<file path="src/rtl/selective_repeat_receiver_window_top_defines.svh">
// ---------------------------------------------------------------------------
// Assertion macros for the selective-repeat receiver window
// Shared property forms, all clocked on clock and held off during reset.
// ---------------------------------------------------------------------------
`ifndef SELECTIVE_REPEAT_RECEIVER_WINDOW_TOP_DEFINES_SVH
`define SELECTIVE_REPEAT_RECEIVER_WINDOW_TOP_DEFINES_SVH

// Same-cycle implication.
`define SRRW_ASSERT_NOW(label, ante, cons, msg) \
   label: assert property (@(posedge clock) disable iff (reset) (ante) |-> (cons)) \
      else $error(msg);

// Next-cycle implication.
`define SRRW_ASSERT_NEXT(label, ante, cons, msg) \
   label: assert property (@(posedge clock) disable iff (reset) (ante) |=> (cons)) \
      else $error(msg);

`endif

</file>
<file path="src/rtl/srrw_pkg.sv">
`timescale 1ns / 1ps
// ---------------------------------------------------------------------------
// srrw_pkg
// Types and constants shared by the receiver window modules.
// ---------------------------------------------------------------------------
package srrw_pkg;

   localparam int WINDOW_MAX = 64;
   localparam int SEQ_W      = 32;
   localparam int CFG_W      = 7;
   localparam int WS_W       = $clog2(WINDOW_MAX + 1);
   localparam int IDX_W      = (WINDOW_MAX > 1) ? $clog2(WINDOW_MAX) : 1;
   localparam int SAT_W      = (CFG_W > WS_W) ? CFG_W : WS_W;
   localparam logic [CFG_W-1:0] WINDOW_RESET = CFG_W'(64);

   typedef enum logic [1:0] {
      PKT_START = 2'd0,
      PKT_END   = 2'd1,
      PKT_DATA  = 2'd2,
      PKT_OTHER = 2'd3
   } pkt_type_type;

   typedef enum logic [2:0] {
      ST_OK           = 3'd0,
      ST_BAD_CHECKSUM = 3'd1,
      ST_REDUNDANT    = 3'd2,
      ST_END_MISMATCH = 3'd3,
      ST_NO_START     = 3'd4,
      ST_UNKNOWN      = 3'd5
   } status_type;

   typedef enum logic [3:0] {
      S_IDLE = 4'b0001,
      S_EVAL = 4'b0010,
      S_SCAN = 4'b0100,
      S_EMIT = 4'b1000
   } state_type;

   // Command from the sequencer to the window unit.
   typedef struct packed {
      logic             clear;
      logic             mark;
      logic [IDX_W-1:0] mark_idx;
      logic             step;
   } win_cmd_type;

endpackage

</file>
<file path="src/rtl/srrw_window.sv">
`timescale 1ns / 1ps
// ---------------------------------------------------------------------------
// srrw_window
// Received bitmap and window base; slides by one slot per step.
// ---------------------------------------------------------------------------
module srrw_window (
   input  logic                              clock,
   input  logic                              reset,
   input  srrw_pkg::win_cmd_type             cmd,
   input  logic [srrw_pkg::IDX_W-1:0]        rd_idx,
   output logic [srrw_pkg::SEQ_W-1:0]        base,
   output logic                              rd_bit,
   output logic                              head_bit
);

   logic [srrw_pkg::WINDOW_MAX-1:0] map_ff, map_in;
   logic [srrw_pkg::SEQ_W-1:0]      base_ff, base_in;

   always_comb begin
      map_in  = map_ff;
      base_in = base_ff;
      if (cmd.clear) begin
         map_in  = '0;
         base_in = '0;
      end else if (cmd.step) begin
         // advance one slot, zero fill the top
         map_in  = map_ff >> 1;
         base_in = base_ff + srrw_pkg::SEQ_W'(1);
      end else if (cmd.mark) begin
         map_in[cmd.mark_idx] = 1'b1;
      end
   end

   always_ff @(posedge clock) begin
      if (reset) begin
         map_ff  <= '0;
         base_ff <= '0;
      end else begin
         map_ff  <= map_in;
         base_ff <= base_in;
      end
   end

   assign base     = base_ff;
   assign rd_bit   = map_ff[rd_idx];
   assign head_bit = map_ff[0];

endmodule

</file>
<file path="src/rtl/selective_repeat_receiver_window_top.sv">
`timescale 1ns / 1ps
// ---------------------------------------------------------------------------
// selective_repeat_receiver_window_top
// Receive window of a selective-repeat reliable-datagram receiver.
// ---------------------------------------------------------------------------
// Usage:
//   req_*  carries one received packet header per request: sequence number
//          in tdata, packet type and checksum verdict in tuser.
//   rsp_*  returns one result per request: ACK number and chunk index in
//          tdata, ACK/store flags and status in tuser, tlast marks the END
//          that closed the session.
//   csr_*  writes the window size; write it only while no request is open.
// Timing: a request is evaluated the cycle after it is taken. A DATA header
//   at the window base then walks the window one slot per cycle through the
//   bitmap shift unit, past each leading received slot up to the window
//   size. The result then waits in the emit state for the output register.
//   req_tready is high only while the sequencer is idle.
// Reset: clears the session, the window base and the bitmap, and sets the
//   window size to 64.
// Stall: a finished result waits in the output register; the next request
//   is still taken and evaluated, and its result holds until the slot frees.
// ---------------------------------------------------------------------------
`include "selective_repeat_receiver_window_top_defines.svh"

module selective_repeat_receiver_window_top (
   input  logic        clock,
   input  logic        reset,
   // request channel
   input  logic        req_tvalid,
   output logic        req_tready,
   input  logic [31:0] req_tdata,   // [31:0] seq_num
   input  logic [2:0]  req_tuser,   // [1:0] pkt_type, [2] checksum_ok
   // result channel
   output logic        rsp_tvalid,
   input  logic        rsp_tready,
   output logic [63:0] rsp_tdata,   // [31:0] ack_seq, [63:32] chunk_index
   output logic [4:0]  rsp_tuser,   // [0] ack_flag, [1] store_chunk, [4:2] status
   output logic        rsp_tlast,   // transfer_done
   // window size register
   input  logic        csr_wr_en,
   input  logic [6:0]  csr_wr_data
);

   localparam int SEQ_W = srrw_pkg::SEQ_W;
   localparam int WS_W  = srrw_pkg::WS_W;
   localparam int IDX_W = srrw_pkg::IDX_W;
   localparam int SAT_W = srrw_pkg::SAT_W;

   srrw_pkg::state_type state_ff, state_in;

   // configuration
   logic [srrw_pkg::CFG_W-1:0] win_size_ff, win_size_in;
   logic [WS_W-1:0]            ws;

   // session
   logic             open_ff, open_in;
   logic [SEQ_W-1:0] sid_ff, sid_in;

   // captured request (payload, no reset)
   logic [SEQ_W-1:0]           seq_ff, seq_in;
   srrw_pkg::pkt_type_type     type_ff, type_in;
   logic                       ok_ff, ok_in;

   // pending result
   logic                 res_ack_ff, res_ack_in;
   logic                 res_from_base_ff, res_from_base_in;
   logic                 res_store_ff, res_store_in;
   logic                 res_done_ff, res_done_in;
   srrw_pkg::status_type res_status_ff, res_status_in;

   // slide counter
   logic [WS_W-1:0] scan_cnt_ff, scan_cnt_in;

   // output register
   logic        rsp_valid_ff, rsp_valid_in;
   logic [63:0] rsp_data_ff, rsp_data_in;
   logic [4:0]  rsp_user_ff, rsp_user_in;
   logic        rsp_last_ff, rsp_last_in;

   // window unit
   srrw_pkg::win_cmd_type win_cmd;
   logic [SEQ_W-1:0]      base;
   logic                  rd_bit;
   logic                  head_bit;

   // offset arithmetic
   logic [SEQ_W:0]  diff;
   logic            at_base;
   logic            above_base;
   logic            off_fits;
   logic            out_free;
   logic [SEQ_W-1:0] ack_val;

   srrw_window u_window (
      .clock    (clock),
      .reset    (reset),
      .cmd      (win_cmd),
      .rd_idx   (diff[IDX_W-1:0]),
      .base     (base),
      .rd_bit   (rd_bit),
      .head_bit (head_bit)
   );

   // Saturate the window size to 1..WINDOW_MAX.
   always_comb begin
      if (win_size_ff == '0) begin
         ws = WS_W'(1);
      end else if (SAT_W'(win_size_ff) > SAT_W'(srrw_pkg::WINDOW_MAX)) begin
         ws = WS_W'(srrw_pkg::WINDOW_MAX);
      end else begin
         ws = WS_W'(win_size_ff);
      end
   end

   // One subtract gives ordering against the base and the slot offset.
   assign diff       = {1'b0, seq_ff} - {1'b0, base};
   assign at_base    = (diff == '0);
   assign above_base = !diff[SEQ_W] && !at_base;
   assign off_fits   = (diff[SEQ_W-1:WS_W] == '0) && (diff[WS_W-1:0] < ws);

   assign out_free = !rsp_valid_ff || rsp_tready;
   assign ack_val  = !res_ack_ff ? '0 : (res_from_base_ff ? base : seq_ff);

   always_comb begin
      state_in         = state_ff;
      win_size_in      = win_size_ff;
      open_in          = open_ff;
      sid_in           = sid_ff;
      seq_in           = seq_ff;
      type_in          = type_ff;
      ok_in            = ok_ff;
      res_ack_in       = res_ack_ff;
      res_from_base_in = res_from_base_ff;
      res_store_in     = res_store_ff;
      res_done_in      = res_done_ff;
      res_status_in    = res_status_ff;
      scan_cnt_in      = scan_cnt_ff;
      rsp_valid_in     = rsp_valid_ff && !rsp_tready;
      rsp_data_in      = rsp_data_ff;
      rsp_user_in      = rsp_user_ff;
      rsp_last_in      = rsp_last_ff;
      win_cmd          = '0;

      if (csr_wr_en) begin
         win_size_in = csr_wr_data;
      end

      case (state_ff)
         srrw_pkg::S_IDLE: begin
            if (req_tvalid) begin
               seq_in   = req_tdata;
               type_in  = srrw_pkg::pkt_type_type'(req_tuser[1:0]);
               ok_in    = req_tuser[2];
               state_in = srrw_pkg::S_EVAL;
            end
         end
         srrw_pkg::S_EVAL: begin
            res_ack_in       = 1'b0;
            res_from_base_in = 1'b0;
            res_store_in     = 1'b0;
            res_done_in      = 1'b0;
            res_status_in    = srrw_pkg::ST_OK;
            state_in         = srrw_pkg::S_EMIT;
            if (!ok_ff) begin
               res_status_in = srrw_pkg::ST_BAD_CHECKSUM;
            end else begin
               case (type_ff)
                  srrw_pkg::PKT_START: begin
                     if (open_ff) begin
                        res_status_in = srrw_pkg::ST_REDUNDANT;
                     end else begin
                        open_in    = 1'b1;
                        sid_in     = seq_ff;
                        res_ack_in = 1'b1;
                     end
                  end
                  srrw_pkg::PKT_END: begin
                     if (!open_ff || sid_ff != seq_ff) begin
                        res_status_in = srrw_pkg::ST_END_MISMATCH;
                     end else begin
                        // close the session and drop the window
                        open_in       = 1'b0;
                        win_cmd.clear = 1'b1;
                        res_ack_in    = 1'b1;
                        res_done_in   = 1'b1;
                     end
                  end
                  srrw_pkg::PKT_DATA: begin
                     if (!open_ff) begin
                        res_status_in = srrw_pkg::ST_NO_START;
                     end else begin
                        res_ack_in       = 1'b1;
                        res_from_base_in = 1'b1;
                        if (above_base) begin
                           if (off_fits && !rd_bit) begin
                              win_cmd.mark     = 1'b1;
                              win_cmd.mark_idx = diff[IDX_W-1:0];
                              res_store_in     = 1'b1;
                           end
                        end else if (at_base) begin
                           if (!head_bit) begin
                              win_cmd.mark     = 1'b1;
                              win_cmd.mark_idx = '0;
                              res_store_in     = 1'b1;
                           end
                           scan_cnt_in = '0;
                           state_in    = srrw_pkg::S_SCAN;
                        end
                     end
                  end
                  default: begin
                     res_status_in = srrw_pkg::ST_UNKNOWN;
                  end
               endcase
            end
         end
         srrw_pkg::S_SCAN: begin
            // advance past each leading received slot, one per cycle
            if (scan_cnt_ff < ws && head_bit) begin
               win_cmd.step = 1'b1;
               scan_cnt_in  = scan_cnt_ff + WS_W'(1);
            end else begin
               state_in = srrw_pkg::S_EMIT;
            end
         end
         srrw_pkg::S_EMIT: begin
            // hold until the output register is free
            if (out_free) begin
               rsp_valid_in = 1'b1;
               rsp_data_in  = {(res_store_ff ? seq_ff : '0), ack_val};
               rsp_user_in  = {res_status_ff, res_store_ff, res_ack_ff};
               rsp_last_in  = res_done_ff;
               state_in     = srrw_pkg::S_IDLE;
            end
         end
         default: begin
            state_in = srrw_pkg::S_IDLE;
         end
      endcase
   end

   always_ff @(posedge clock) begin
      if (reset) begin
         state_ff     <= srrw_pkg::S_IDLE;
         win_size_ff  <= srrw_pkg::WINDOW_RESET;
         open_ff      <= 1'b0;
         sid_ff       <= '0;
         scan_cnt_ff  <= '0;
         rsp_valid_ff <= 1'b0;
      end else begin
         state_ff     <= state_in;
         win_size_ff  <= win_size_in;
         open_ff      <= open_in;
         sid_ff       <= sid_in;
         scan_cnt_ff  <= scan_cnt_in;
         rsp_valid_ff <= rsp_valid_in;
      end
   end

   always_ff @(posedge clock) begin
      seq_ff           <= seq_in;
      type_ff          <= type_in;
      ok_ff            <= ok_in;
      res_ack_ff       <= res_ack_in;
      res_from_base_ff <= res_from_base_in;
      res_store_ff     <= res_store_in;
      res_done_ff      <= res_done_in;
      res_status_ff    <= res_status_in;
      rsp_data_ff      <= rsp_data_in;
      rsp_user_ff      <= rsp_user_in;
      rsp_last_ff      <= rsp_last_in;
   end

   assign req_tready = (state_ff == srrw_pkg::S_IDLE);
   assign rsp_tvalid = rsp_valid_ff;
   assign rsp_tdata  = rsp_data_ff;
   assign rsp_tuser  = rsp_user_ff;
   assign rsp_tlast  = rsp_last_ff;

   `SRRW_ASSERT_NEXT(a_accept_to_eval, req_tvalid && req_tready,
      state_ff == srrw_pkg::S_EVAL, "accepted request did not start evaluation")
   `SRRW_ASSERT_NOW(a_scan_bound, state_ff == srrw_pkg::S_SCAN,
      scan_cnt_ff <= ws, "slide count beyond window size")
   `SRRW_ASSERT_NEXT(a_step_advances_base, win_cmd.step,
      base == $past(base) + SEQ_W'(1), "window step did not advance base")
   `SRRW_ASSERT_NEXT(a_emit_waits,
      state_ff == srrw_pkg::S_EMIT && rsp_valid_ff && !rsp_tready,
      state_ff == srrw_pkg::S_EMIT && $stable(rsp_tdata), "result overwrote a stalled one")
   `SRRW_ASSERT_NOW(a_store_has_ack, rsp_valid_ff && rsp_tuser[1],
      rsp_tuser[0], "store without ack")

endmodule

</file>
<file path="config.mk">
export PLATFORM = sky130hd
export DESIGN_NAME = selective_repeat_receiver_window_top
export DESIGN_NICKNAME = d
export VERILOG_FILES = /design/src/rtl/srrw_pkg.sv /design/src/rtl/srrw_window.sv /design/src/rtl/selective_repeat_receiver_window_top.sv
export VERILOG_INCLUDE_DIRS = /design/src /design/src/rtl
export SDC_FILE = /design/constraint.sdc
export NUM_CORES = 1
export LEC_CHECK = 0
export BUFFER_PORTS_ARGS = -buffer_cell sky130_fd_sc_hd__buf_2
export CORE_AREA = 4 4 123 243
export DETAILED_ROUTE_END_ITERATION = 12
export DIE_AREA = 0 0 127 247
export PLACE_DENSITY_LB_ADDON = 0.25
export SLEW_MARGIN = 20
export SYNTH_ARGS = -nofsm -noshare
export SYNTH_HDL_FRONTEND = slang
export SYNTH_HIERARCHICAL = 1
export SYNTH_SLANG_ARGS = --single-unit
</file>
<file path="constraint.sdc">
create_clock -name clock -period 6.25 [get_ports clock]
set_clock_uncertainty 0.15 [all_clocks]
set_input_delay 0.625 -clock clock [delete_from_list [all_inputs] [get_ports clock]]
set_output_delay 0.625 -clock clock [all_outputs]
set_load 0.03 [all_outputs]
</file>
; ---- After elaboration in Yosys (flattened, before gate mapping)
; Index checks and enable logic that the tools add are counted.
[totals]
register_bits = 260
latch_bits = 0
ramBits = 0
romBits = 0
input_bits = 47
output_inout_bits = 72
wordCells = 132
mem_count = 0
[op_classes]
n_addsub = 3
n_mul = 0
n_div = 0
n_lt_le_gt_ge = 6
n_eq_ne = 17
shift = 0
muxes = 52
bitwise_logic = 2
reduce_logical = 31
[ops]
columns = operator, count
row1 = 63-bit two-way mux, 2
row2 = 7-bit two-way mux, 14
row3 = 64-bit bitwise OR, 1
row4 = 33-bit logical NOT, 1
row5 = 32-bit by 32-bit subtractor with 33-bit output, 1
row6 = 32-bit by 1-bit adder with 32-bit output (second input constant), 1
row7 = 32-bit two-way mux, 1
row8 = 4-bit two-way mux, 8
row9 = 32-bit inequality test, 1
row10 = 25-bit logical NOT, 1
row11 = 2-bit inequality test (second input constant), 9
row12 = 8-bit two-way mux, 2
row13 = 4-bit case mux with 4 select lines, 1
row14 = 1-bit two-way mux, 15
row15 = 6-bit by 7-bit < comparator with 1-bit output (second input constant), 2
row16 = 7-bit < comparator, 2
row17 = 7-bit case mux with 2 select lines, 1
row18 = 3-bit case mux with 3 select lines, 1
row19 = 4-bit AND reduction, 2
row20 = 7-bit by 1-bit adder with 7-bit output (second input constant), 1
row21 = 7-bit greater-than comparator (second input constant), 1
row22 = 7-bit logical NOT, 1
row23 = 7-bit AND reduction, 1
row24 = 1-bit binary-select mux with 6-bit select, 1
row25 = 23 further kinds, 40

; ---- Depth between registers and ports, before layout
[depth]
depth_word = 19
depth_mapped = 23
depth_no_buf = 23

; ---- Cells and area by module
; Netlist, hierarchy kept.
[by_module_without_submodules]
columns = mod, instances, cells_each, area_each_um2, seq_area_each_um2
row1 = selective_repeat_receiver_window_top, 1, 924, 9182.6, 4404.2
row2 = srrw_window, 1, 573, 4718.3, 1921.8

; ---- Least setup slack after synthesis
; No wires, ideal clock.
[synth_path]
path_type = register to register
from = register seq_ff[0]
to = register u_window/map_ff[36] in the netlist's numbering
setup_time_ps = 64
t_arrival_ps = 4352
path_slack_ps = 1683
path_stages_with_launch = 21
n_path_buf = 1
path_cell_list = edfxtp_1 > inv_1 > ha_1 > fa_1 > inv_1 > clkbuf_1 > mux4_2 > a21oi_1 > a21oi_1 > a2111oi_0 > nor2_1 > nor3_1 > nand2_1 > nor3_1 > nand3_1 > nor2_1 > or3b_2 > nand2b_1 > nor3b_1 > nor3_1 > nor2_1
[synth_rtl]
columns = item, line_no
row1 = "start, declared", selective_repeat_receiver_window_top.sv:60  ; logic [SEQ_W-1:0] seq_ff, seq_in;
row2 = "start signal, assigned", selective_repeat_receiver_window_top.sv:261  ; seq_ff <= seq_in;
row3 = "end signal, assigned", srrw_window.sv:39  ; map_ff <= map_in;
row4 = "end, declared", srrw_window.sv:16  ; logic [srrw_pkg::WINDOW_MAX-1:0] map_ff, map_in;

==> impl_metrics.json <==
{
  "area_growth_syn_to_layout_pct": 11.8,
  "crit_fanout": 6,
  "synthArstFlopShare_pct": 0,
  "antenna_cells": 0,
  "synth-seq-cells": 260,
  "cts_setup_buffers": 0,
  "tightest_slew_ns": 1.10,
  "cts_tree": "yes",
  "initial_core_util_pct": 49.5,
  "firstDrtPassIters": 5,
  "cts_hold_buf": 0,
  "critPathKind": "register to register",
  "max_freq_mhz": 174,
  "power.leakage_nw": 5.72,
  "route.detailed.drc": 0,
  "layout-drive-gt1-share_pct": 14.3,
  "power.density_mw_per_mm2": 241,
  "wirelength_um": 41300,
  "drt_iter0_markers": 787,
  "portBuffers": 118,
  "fin_nets": 1674,
  "die_y_um": 247,
  "hold_path_class": "primary input to register",
  "critPathArrivalTime_ns": 6.08,
  "critPathTopFamily": "simple AND/OR/NAND/NOR gates",
  "power.total_mw": 3.75,
  "place_congestion": 0.989,
  "crit_buf_inv": 0,
  "ant_nets": 0,
  "root_buffer": "clkbuf_16",
  "grt_pass1_wl_um": 62900,
  "ys.flop_type": "dfxtp_1",
  "cp-end-kind": "register",
  "synth_cells": 1497,
  "netlist_area_mm2": 0.0139,
  "clkLatencyLatePin_ns": 0.54,
  "required_ns": 6.57,
  "cts_sinks": 260,
  "hold_slack_ns": 0.114,
  "grt.total_usage_pct": 25.8,
  "report.final.hold_viol_count": 0,
  "peakVddDrop_v": 0.000184,
  "ys_warn_count": 6,
  "htree_num_levels": 1,
  "fillers": 2555,
  "wire_per_inst_um": 21.2,
  "via_per_inst": 5.85,
  "core_mm2": 0.0281,
  "grt_setup_unrepaired": "no",
  "die_width_um": 127,
  "synth-seq-area-share_pct": 45.5,
  "cap_violations": 0,
  "grt_overflow": 0,
  "synth-edff-count": 112,
  "post-dp-hpwl_um": 30800,
  "die_area_mm2": 0.0314,
  "critical-path-slowest-cell": "or3b_2",
  "fin_cells": 1954,
  "setup_viol": 0,
  "syn_area_per_cell_um2": 9.29,
  "syn_nets": 1591,
  "cts_inserted_buffers": 24,
  "grt_max_degree": 75,
  "cp-start-kind": "register",
  "outcome": "completed",
  "relSlewSlack_pct": 26.8,
  "preCtsSetupSlack_ns": 0.511,
  "setup_ws_ns": 0.495,
  "tns_ns": 0,
  "clk_path_buf_depth": 3,
  "row_count": 87,
  "antenna_found_initial": 0,
  "post-route-period-util_pct": 92.1,
  "min_period_ns": 5.76,
  "grt_pass1_vias": 11400,
  "io_pins": 119,
  "yosysUniqueCellTypes": 83,
  "path_cells": "ha_1 -> or3b_1 -> a221oi_2 -> o21ai_1 -> nor4_2 -> nand4_1 -> nor4_1 -> nand4_1 -> nor4_4 -> o2111a_1 -> nand3_1 -> nor2_1 -> or3b_2 -> nand2b_1 -> nor3b_1 -> nor3_1 -> nor2_1",
  "cpPeakStageDelay_ns": 0.52,
  "numPlacedInstances": 1910,
  "vias": 11400,
  "cts_resized": 0,
  "path_clk_slew_ns": 0.07,
  "slew_violations": 0
}
==> synth_stat cells, types with 3 or more instances <==
master,n,share of area (%)
nand2b_1,9,0.41
a31oi_1,5,0.23
or4_1,5,0.27
o2111ai_1,3,0.19
or3_1,17,0.77
o21a_1,7,0.38
mux2i_1,47,3.4
a21oi_1,116,4.2
nand3_1,24,0.86
and3_1,7,0.32
nor3b_1,5,0.27
buf_1,9,0.24
or2_2,4,0.18
a211oi_1,4,0.22
o21ai_0,126,4.5
a21o_1,12,0.65
nor2b_1,53,2.4
and2_1,43,1.9
nand4_1,29,1.3
nand2_1,139,3.8
a22oi_1,3,0.16
and4_1,4,0.25
nand3b_1,5,0.27
nor4_1,7,0.32
xnor2_1,47,3.0
edfxtp_1,112,24
a31o_2,3,0.19
dfxtp_1,148,21
mux4_2,16,2.6
o211ai_1,7,0.38
nor3_1,32,1.2
o31ai_1,7,0.38
clkbuf_1,49,1.3
inv_1,66,1.8
nor2_1,177,4.8
buf_2,13,0.47
o2111a_1,3,0.24
o21ai_1,6,0.22
ha_1,46,4.1
xor2_1,20,1.3
a21oi_2,5,0.32
buf_6,4,0.32
==> metrics by stage <==
step	area, µm²	utilization, %
after CTS	15500	55.3
final	15500	55.3
after detailed placement	14700	52.5
after floorplan	13900	-
after global placement	14700	52.4
after global routing	15500	55.3
==> area by class of cell <==
| type | count | area [µm²] | area share (%) |
|---|---|---|---|
| clock inverters | 11 | 104 | 0.668 |
| multi-input cells | 1096 | 7020 | 45.2 |
| flip-flops and latches | 260 | 6330 | 40.7 |
| inverters | 66 | 248 | 1.59 |
| well taps | 356 | 445 | 2.87 |
| repair buffers | 132 | 703 | 4.52 |
| clock buffers | 33 | 691 | 4.44 |
==> state kept, by name, indices dropped and copies added, names as in the netlist, 2 cells and up <==
register	count
res_status_ff	3
rsp_tdata	64
rsp_tuser	5
scan_cnt_ff	7
seq_ff	32
sid_ff	32
state_ff	4
type_ff	2
u_window/base	32
u_window/map_ff	64
win_size_ff	7
==> layer usage <==
metal / wire [µm] / global-route usage, %
met5: 0 / 0
met4: 2610 / 14.7
met3: 1490 / 2.51
met2: 23900 / 51.9
met1: 13300 / 24.5
==> worst paths after layout <==
| path | startpoint | end | slack, ns | cells after the start |
|---|---|---|---|---|
| max | seq_ff[31]$_DFFE_PP_ | u_window/map_ff[36]$_SDFFE_PP0P_ | 0.49 | 17 |
| min reg2reg | res_status_ff[0]$_SDFFCE_PN1P_ | rsp_tuser[2]$_DFFE_PP_ | 0.27 | 0 |
| min | req_tdata[15] | seq_ff[15]$_DFFE_PP_ | 0.11 | 1 |
| max reg2reg | seq_ff[31]$_DFFE_PP_ | u_window/map_ff[36]$_SDFFE_PP0P_ | 0.49 | 17 |
==> cell usage in the layout, fill, tap and decap left out, types with 6 or more instances in the layout <==
cell type	count
nor2_1	175
clkbuf_16	26
o21ai_1	6
nand2_1	139
dfxtp_1	148
o21ai_0	126
a21o_1	12
mux4_2	16
mux2i_1	47
nor2b_1	53
a21oi_1	116
o31ai_1	7
ha_1	46
xnor2_1	47
o21a_1	6
nand3_1	24
buf_4	13
and3_1	7
xor2_1	20
nor4_1	7
edfxtp_1	112
o211ai_1	7
buf_2	118
nor3_1	31
and2_1	42
or3_1	17
nand4_1	29
inv_1	66
nand2b_1	9
==> power breakdown <==
part / internal [mW] / total (mW) / switching (mW)
clock network: 0.857 / 1.50 / 0.644
logic: 0.147 / 0.399 / 0.252
registers: 1.80 / 1.85 / 0.0469
total: 2.81 / 3.75 / 0.943
==> cell families after synthesis <==
family          after synthesis  share of synthesized area, %
compound gates              333                          14.3
buf+inv                     141                          4.14
mux                          65                          6.14
flops                       260                          45.5
xor+xnor                     68                          4.34
simple gates                583                          21.3
fa+ha+maj                    47                          4.28
(Power assumes the default switching activity.)
